`src/rtl/core/fcpi_pkg.sv`:
```
package fcpi_pkg;

    localparam int STEP_W = 3;
    typedef logic [STEP_W-1:0] t_step;

    // program addresses
    localparam t_step S_WAIT  = 3'd0;
    localparam t_step S_FOLD  = 3'd1;
    localparam t_step S_ERR   = 3'd2;
    localparam t_step S_FILT  = 3'd3;
    localparam t_step S_INTEG = 3'd4;
    localparam t_step S_KI    = 3'd5;
    localparam t_step S_OUT   = 3'd6;

    localparam int GAIN_W  = 16;
    localparam int FILT_W  = 26;
    localparam int INTEG_W = 20;
    localparam int ERR_W   = 17;
    localparam int PROD_W  = FILT_W + GAIN_W;

    localparam logic signed [GAIN_W-1:0] C_FILT_OLD = 16'sd179;
    localparam logic signed [GAIN_W-1:0] C_FILT_NEW = 16'sd77;
    localparam logic signed [INTEG_W+6:0] INTEG_LIM = 27'sd384000;

    typedef enum logic [1:0] {A_FOLD, A_ERR, A_FILT, A_INTEG} t_asel;
    typedef enum logic [1:0] {B_OLD, B_NEW, B_KP, B_KI} t_bsel;
    typedef enum logic [2:0] {
        ACC_NONE, ACC_SHIFT, ACC_FILT, ACC_INTEG, ACC_LOAD, ACC_OUT
    } t_accop;
    typedef enum logic [1:0] {J_NEXT, J_WAIT_IN, J_BADCH, J_OUT_FREE} t_jmp;

    typedef struct packed {
        t_asel  a_sel;
        t_bsel  b_sel;
        logic   mul_en;
        t_accop acc_op;
        t_jmp   jmp;
        t_step  target;
    } t_ucw;

    function automatic t_ucw ucode(input t_step step);
        t_ucw w;
        w = '{a_sel: A_FOLD, b_sel: B_OLD, mul_en: 1'b0, acc_op: ACC_NONE,
              jmp: J_WAIT_IN, target: S_FOLD};
        case (step)
            S_WAIT: begin
                w.jmp    = J_WAIT_IN;
                w.target = S_FOLD;
            end
            S_FOLD: begin
                // 179 * old filter state; unknown channel skips to output
                w.a_sel  = A_FOLD;
                w.b_sel  = B_OLD;
                w.mul_en = 1'b1;
                w.jmp    = J_BADCH;
                w.target = S_OUT;
            end
            S_ERR: begin
                w.a_sel  = A_ERR;
                w.b_sel  = B_NEW;
                w.mul_en = 1'b1;
                w.acc_op = ACC_SHIFT;
                w.jmp    = J_NEXT;
            end
            S_FILT: begin
                w.acc_op = ACC_FILT;
                w.jmp    = J_NEXT;
            end
            S_INTEG: begin
                w.a_sel  = A_FILT;
                w.b_sel  = B_KP;
                w.mul_en = 1'b1;
                w.acc_op = ACC_INTEG;
                w.jmp    = J_NEXT;
            end
            S_KI: begin
                w.a_sel  = A_INTEG;
                w.b_sel  = B_KI;
                w.mul_en = 1'b1;
                w.acc_op = ACC_LOAD;
                w.jmp    = J_NEXT;
            end
            S_OUT: begin
                w.acc_op = ACC_OUT;
                w.jmp    = J_OUT_FREE;
                w.target = S_WAIT;
            end
            default: begin
                w.jmp    = J_OUT_FREE;
                w.target = S_WAIT;
            end
        endcase
        return w;
    endfunction

endpackage

```
`src/rtl/core/four_channel_filtered_pi_speed_loop.sv`:
```
// Channel  | Direction | Payload
// ---------+-----------+--------------------------------------------------
// s_axis   | in        | tuser: channel; tdata: measured_speed, target_speed
// m_axis   | out       | tuser: out_channel; tdata: drive
// cfg      | in        | i_cfg_addr selects Kp/Ki per channel, i_cfg_wdata Q8.8
//
// A short microprogram drives one shared 26x16 signed multiplier, four
// products per item. An item steps from wait through fold, error, filter,
// integrate, Ki and output back to wait; an item for a channel with no
// loop goes from fold straight to output. Synchronous active-low reset
// clears gains, filter state and integrals. The output register holds a
// result until taken; the last step waits there, and input is taken again
// as soon as the program is back at its wait step, even while a result waits.
module four_channel_filtered_pi_speed_loop
    import fcpi_pkg::*;
#(
    parameter int CHANNELS = 4
) (
    input  logic        i_clk,
    input  logic        i_rst_n,
    input  logic        s_axis_tvalid,
    output logic        s_axis_tready,
    input  logic [31:0] s_axis_tdata,   // [15:0] measured_speed, [31:16] target_speed
    input  logic [1:0]  s_axis_tuser,   // [1:0] channel
    output logic        m_axis_tvalid,
    input  logic        m_axis_tready,
    output logic [15:0] m_axis_tdata,   // [15:0] drive
    output logic [1:0]  m_axis_tuser,   // [1:0] out_channel
    input  logic        i_cfg_wr_en,
    input  logic [2:0]  i_cfg_addr,
    input  logic [15:0] i_cfg_wdata
);

    localparam int IW = (CHANNELS > 1) ? $clog2(CHANNELS) : 1;

    logic signed [GAIN_W-1:0]  r_kp [4];
    logic signed [GAIN_W-1:0]  r_ki [4];
    logic signed [FILT_W-1:0]  r_filt_st  [CHANNELS];
    logic signed [INTEG_W-1:0] r_integ_st [CHANNELS];

    t_step r_step, n_step;
    t_ucw  w_cw;

    logic [1:0]                r_ch;
    logic [IW-1:0]             r_idx;
    logic                      r_bad;
    logic signed [ERR_W-1:0]   r_err;
    logic signed [FILT_W-1:0]  r_fold;
    logic signed [INTEG_W-1:0] r_iold;
    logic signed [FILT_W-1:0]  r_filt;
    logic signed [INTEG_W-1:0] r_integ;
    logic signed [PROD_W-1:0]  r_prod;
    logic signed [PROD_W-1:0]  r_acc;
    logic                      r_out_valid;
    logic [15:0]               r_drive;
    logic [1:0]                r_out_ch;

    logic                      w_in_acc;
    logic                      w_out_free;
    logic                      w_in_bad;
    logic [IW-1:0]             w_in_idx;
    logic signed [FILT_W-1:0]  w_op_a;
    logic signed [GAIN_W-1:0]  w_op_b;
    logic signed [PROD_W-1:0]  w_prod;
    logic signed [INTEG_W+6:0] w_isum;
    logic signed [INTEG_W-1:0] w_iclamp;
    logic signed [PROD_W:0]    w_sum;
    logic signed [PROD_W+1:0]  w_rnd;
    logic signed [PROD_W-16:0] w_q;
    logic [15:0]               w_drive;

    assign w_cw          = ucode(r_step);
    assign s_axis_tready = (w_cw.jmp == J_WAIT_IN);
    assign w_in_acc      = s_axis_tvalid && s_axis_tready;
    assign w_out_free    = !r_out_valid || m_axis_tready;
    assign w_in_bad      = ({3'b000, s_axis_tuser} >= 5'(CHANNELS));
    assign w_in_idx      = w_in_bad ? '0 : IW'(s_axis_tuser);

    assign m_axis_tvalid = r_out_valid;
    assign m_axis_tdata  = r_drive;
    assign m_axis_tuser  = r_out_ch;

    // shared multiplier operands
    always_comb begin
        case (w_cw.a_sel)
            A_FOLD:  w_op_a = r_fold;
            A_ERR:   w_op_a = FILT_W'(r_err);
            A_FILT:  w_op_a = r_filt;
            A_INTEG: w_op_a = FILT_W'(r_integ);
            default: w_op_a = r_fold;
        endcase
        case (w_cw.b_sel)
            B_OLD:   w_op_b = C_FILT_OLD;
            B_NEW:   w_op_b = C_FILT_NEW;
            B_KP:    w_op_b = r_kp[r_ch];
            B_KI:    w_op_b = r_ki[r_ch];
            default: w_op_b = C_FILT_OLD;
        endcase
        w_prod = PROD_W'(w_op_a) * PROD_W'(w_op_b);
    end

    // integral clamp
    always_comb begin
        w_isum = (INTEG_W+7)'(r_iold) + (INTEG_W+7)'(r_filt);
        if (w_isum > INTEG_LIM) begin
            w_iclamp = INTEG_W'(INTEG_LIM);
        end else if (w_isum < -INTEG_LIM) begin
            w_iclamp = INTEG_W'(-INTEG_LIM);
        end else begin
            w_iclamp = INTEG_W'(w_isum);
        end
    end

    // Q.16 sum, truncate toward zero, saturate
    always_comb begin
        w_sum = (PROD_W+1)'(r_acc) + (PROD_W+1)'(r_prod);
        w_rnd = (PROD_W+2)'(w_sum) + (w_sum[PROD_W] ? (PROD_W+2)'(65535) : '0);
        w_q   = w_rnd[PROD_W:16];
        if (w_q > (PROD_W-15)'(32767)) begin
            w_drive = 16'h7fff;
        end else if (w_q < -(PROD_W-15)'(32768)) begin
            w_drive = 16'h8000;
        end else begin
            w_drive = w_q[15:0];
        end
    end

    always_comb begin
        n_step = r_step + t_step'(1);
        case (w_cw.jmp)
            J_NEXT:     n_step = r_step + t_step'(1);
            J_WAIT_IN:  n_step = w_in_acc ? w_cw.target : r_step;
            J_BADCH:    n_step = r_bad ? w_cw.target : r_step + t_step'(1);
            J_OUT_FREE: n_step = w_out_free ? w_cw.target : r_step;
            default:    n_step = S_WAIT;
        endcase
    end

    always_ff @(posedge i_clk) begin
        if (!i_rst_n) begin
            r_step      <= S_WAIT;
            r_out_valid <= 1'b0;
            for (int i = 0; i < 4; i++) begin
                r_kp[i] <= '0;
                r_ki[i] <= '0;
            end
            for (int i = 0; i < CHANNELS; i++) begin
                r_filt_st[i]  <= '0;
                r_integ_st[i] <= '0;
            end
        end else begin
            r_step <= n_step;

            if (i_cfg_wr_en) begin
                if (i_cfg_addr[0]) begin
                    r_ki[i_cfg_addr[2:1]] <= i_cfg_wdata;
                end else begin
                    r_kp[i_cfg_addr[2:1]] <= i_cfg_wdata;
                end
            end

            if (w_cw.acc_op == ACC_OUT && w_out_free) begin
                r_out_valid <= 1'b1;
            end else if (r_out_valid && m_axis_tready) begin
                r_out_valid <= 1'b0;
            end

            if (w_in_acc) begin
                r_ch   <= s_axis_tuser;
                r_idx  <= w_in_idx;
                r_bad  <= w_in_bad;
                r_err  <= ERR_W'(signed'(s_axis_tdata[15:0]))
                        - ERR_W'(signed'(s_axis_tdata[31:16]));
                r_fold <= r_filt_st[w_in_idx];
                r_iold <= r_integ_st[w_in_idx];
            end

            if (w_cw.mul_en) begin
                r_prod <= w_prod;
            end

            case (w_cw.acc_op)
                ACC_SHIFT: r_acc  <= r_prod >>> 8;
                ACC_FILT:  r_filt <= FILT_W'(r_acc) + FILT_W'(r_prod);
                ACC_INTEG: begin
                    r_integ            <= w_iclamp;
                    r_filt_st[r_idx]   <= r_filt;
                    r_integ_st[r_idx]  <= w_iclamp;
                end
                ACC_LOAD:  r_acc  <= r_prod;
                ACC_OUT: begin
                    if (w_out_free) begin
                        r_out_ch    <= r_ch;
                        r_drive     <= r_bad ? '0 : w_drive;
                    end
                end
                default: ;
            endcase
        end
    end

endmodule
```
`config.mk`:
```
export PLATFORM = sky130hd
export DESIGN_NAME = four_channel_filtered_pi_speed_loop
export DESIGN_NICKNAME = d
export VERILOG_FILES = /design/src/rtl/core/fcpi_pkg.sv /design/src/rtl/core/four_channel_filtered_pi_speed_loop.sv
export SDC_FILE = /design/constraint.sdc
export NUM_CORES = 2
export LEC_CHECK = 0
export BUFFER_PORTS_ARGS = -buffer_cell sky130_fd_sc_hd__buf_4
export CORE_MARGIN = 2
export CORE_UTILIZATION = 51
export DETAILED_ROUTE_END_ITERATION = 6
export GPL_TIMING_DRIVEN = 0
export PLACE_DENSITY_LB_ADDON = 0.05
export SYNTH_ARGS = -nofsm -noshare
export SYNTH_HDL_FRONTEND = slang
export SYNTH_SLANG_ARGS = --single-unit
```
`constraint.sdc`:
```
create_clock -name i_clk -period 16.7 [get_ports i_clk]
set_input_delay 3.34 -clock i_clk [delete_from_list [all_inputs] [get_ports i_clk]]
set_output_delay 3.34 -clock i_clk [all_outputs]
set_load 0.01 [all_outputs]
```
==> flow_summary_export.csv <==
group,metric,value,unit
run_status,status,"complete, but fails checks",
run_status,violations,"max-capacitance violations",
synth,synth_cell_types,83,
floorplanning,initial_core_util,51.3,%
setup_path,critPathSlowestCell,"a221oi_1",
layout,syn2layout_area_growth,10.0,%
routing,vias,29400,
cts,cts_tree,"built",
cts,htree_levels,2,
layout,design_area,46100,µm²
floorplanning,io_pins,78,
setup_path,critPathLaunch,"r_step[2]",
sta,hold_viol_final,0,
cts,ctsHoldBuffers,0,
routing,ant_nets,0,
routing,drtPass1Iterations,6,
synth,synth.avg_cell_area,10.8,µm²
placed_design,dp_cells,5047,
floorplanning,die_area,84400,µm²
setup_path,slowest_delay,0.80,ns
sta,fin_tns_setup,0,ns
cts,cts_setup_buffers,0,
placed_design,portBuffers,76,
synth,syn_inst,3886,
synth,syn_area,41900,µm²
synth,yosys_register_bits,531,
placed_design,gp_routability_congestion,0.971,
hold_path,hp-class,"flop to flop",
layout,fillers,7231,
grt,grt_pass1_vias,29800,
hold_path,holdCritStartpoint,"r_prod[41]",
cts,numCtsBuffers,60,
hold_path,min_to,"r_acc[41]",
sta,skew,0.0431,ns
setup_path,critical_path.endpoint_type,"flop",
layout,drive_gt1_share,8.40,%
routing,viasPerCell,5.69,
sta,post-route-period-util,70.8,%
synth,async_flop_share,0,%
flow_run,drv_cap,1,
cts,numClockSinks,531,
setup_path,crit_family,"compound AO/OA/AOI/OAI gates",
setup_path,rr_endpoint,"r_prod[39]",
sta,rsz0062_at_grt,"no",
routing,drc,0,
sta,fmax,84.6,MHz
sta,worst_slew_pin_slew,1.48,ns
cts,clock_latency,0.67,ns
setup_path,critical_path_buf_inv_count,10,
grt,gr-usage-all-layers,29.4,%
synth,synth_edf_count,525,
synth,syn_nets,4555,
sta,drv_slew,0,
setup_path,crit_arrival,12.22,ns
cts,cts.repair.resized,0,
setup_path,worstRegToRegCells,32,
routing,routedWlPerCell,23.3,µm
routing,first_iter_violations,2777,
placed_design,place_ws,5.18,ns
grt,grt_first_pass_wirelength,185,mm
sta,max_slew_margin,1.32,%
floorplanning,chipHeight,291,µm
synth,yosysSeqAreaShare,37.9,%
setup_path,worst_setup_path_start_kind,"flop",
setup_path,rrSetupSlack,4.88,ns
floorplanning,fp.dieW,291,µm
cts,cts_root_buf,"clkbuf_16",
grt,antenna_found_initial,1,
sta,finalSetupViolCount,0,
routing,routed_wl,121,mm
placed_design,dp_hpwl,94.3,mm
setup_path,r2r-start,"r_step[2]",
grt,grt_max_degree,57,
synth,ys_warn_count,0,
setup_path,cp_max_fo,10,
cts,ctsLongestPathBuffers,3,
synth,yosysTopAreaCellShare,37.6,%
layout,finalNonFillerCells,5164,
setup_path,crit_type,"flop to flop",
sta,worst_slack,4.88,ns
setup_path,cp.required,17.10,ns
grt,grt-ovfl-total,0,
setup_path,cp_common_cell,"fa_1",
sta,period_needed,11.82,ns
synth,yosysTopAreaCell,"edfxtp_1",
synth,synthFlopType,"edfxtp_1",
hold_path,worstHoldPathCells,0,
synth,synthTopCellsByArea,"edfxtp_1, fa_1, ha_1, inv_1, mux4_2",
layout,layout.nets,4710,
floorplanning,num_rows,105,
floorplanning,coreArea,81700,µm²
placed_design,place_area,44100,µm²
cts,cts.clk_slew.worst_paths,0.06,ns
==> worst reg2reg max path: cells and delay by family (launching register included) <==
kind,cells,cell delay [ns]
buf+inv,10,3.20
compound gates,12,3.73
flops,1,0.34
xor+xnor,1,0.08
simple gates,2,0.84
fa+ha+maj,7,3.40
==> area by class of cell <==
class / instances / area (µm²) / area share [%]
Antenna cell: 1 / 2.50 / 0.00543
Tap cell: 1070 / 1340 / 2.91
Timing Repair Buffer: 93 / 768 / 1.67
Clock buffer: 64 / 1520 / 3.29
Inverter: 565 / 2120 / 4.60
Multi-Input combinational cell: 2660 / 23400 / 50.9
Sequential cell: 531 / 15900 / 34.5
Buffer: 130 / 529 / 1.15
Clock inverter: 50 / 477 / 1.03
==> cells by family (layout without fill, tap and decap cells) <==
| group | after synthesis | in the layout | share of synthesized area (%) |
|---|---|---|---|
| multiplexers | 84 | 84 | 4.34 |
| AND/OR/NAND/NOR | 1348 | 1348 | 15.4 |
| flip-flops | 531 | 531 | 37.9 |
| XOR/XNOR | 121 | 121 | 2.55 |
| buffers and inverters | 695 | 902 | 6.33 |
| AO/OA/AOI/OAI | 496 | 496 | 7.94 |
| other | 0 | 1 | 0 |
| adder cells (fa/ha/maj) | 611 | 611 | 25.5 |
==> sequential cells by signal (all words and copies together) (netlist names), named ones only <==
signal,flops
r_step,3
r_ki,64
r_kp,64
r_prod,42
r_acc,42
r_err,17
r_integ,20
m_axis_tdata,16
m_axis_tvalid,1
r_filt,26
r_idx,2
r_iold,20
r_integ_st,80
m_axis_tuser,2
r_filt_st,104
r_fold,26
==> worst max path at each step <==
| stage | end | cells after the start |
|---|---|---|
| after detailed placement | r_prod[39] | 32 |
| after floorplan | r_prod[39] | 31 |
| final | r_prod[39] | 32 |
| after global placement | r_prod[39] | 32 |
| after global routing | r_prod[39] | 32 |
| after CTS | r_prod[39] | 32 |
==> per-layer routing <==
metal | vias to the layer above | share of wire [%] | track usage (%)
li1 | 13400 | - | -
met1 | 14800 | 44 | 42.2
met2 | 1018 | 45 | 45.3
met3 | 211 | 7.3 | 4.69
met4 | 0 | 4.1 | 10.7
met5 | - | 0 | 0
==> Yosys cell counts (49+ instances only) <==
cell and count:
fa_1 405, mux4_2 78, a21o_1 76, clkbuf_1 107, o21ai_0 92, xnor2_1 86
edfxtp_1 525, ha_1 206, and3_1 49, nand2_1 388, inv_1 562, a21oi_1 123
nand2b_1 69, and2_1 245, nor2_1 401
==> layout by cell type, fill, tap and decap left out, drive strengths merged, types with 25 or more instances in the layout <==
cell type    n
buf        114
nand3       37
clkinv      37
mux4        78
inv        567
o21ai      112
xnor2       87
ha         206
nor3        38
nor2       401
edfxtp     525
nand2      388
clkbuf     173
nor2b       25
fa         405
nand2b      69
a21o        76
xor2        34
and2       247
a21oi      125
and3        49
==> metrics by stage <==
step           hold slack [ns]  utilization [%]
2_1_floorplan            0.448                -
3_3_place_gp             0.508             53.6
3_5_place_dp             0.499             53.9
4_1_cts                  0.514             56.4
5_1_grt                  0.535             56.4
6_report                 0.508             56.4
Power is left out: the tool's default activity adds up to more than one toggle a clock period on the data nets, which glitch-free logic cannot reach.
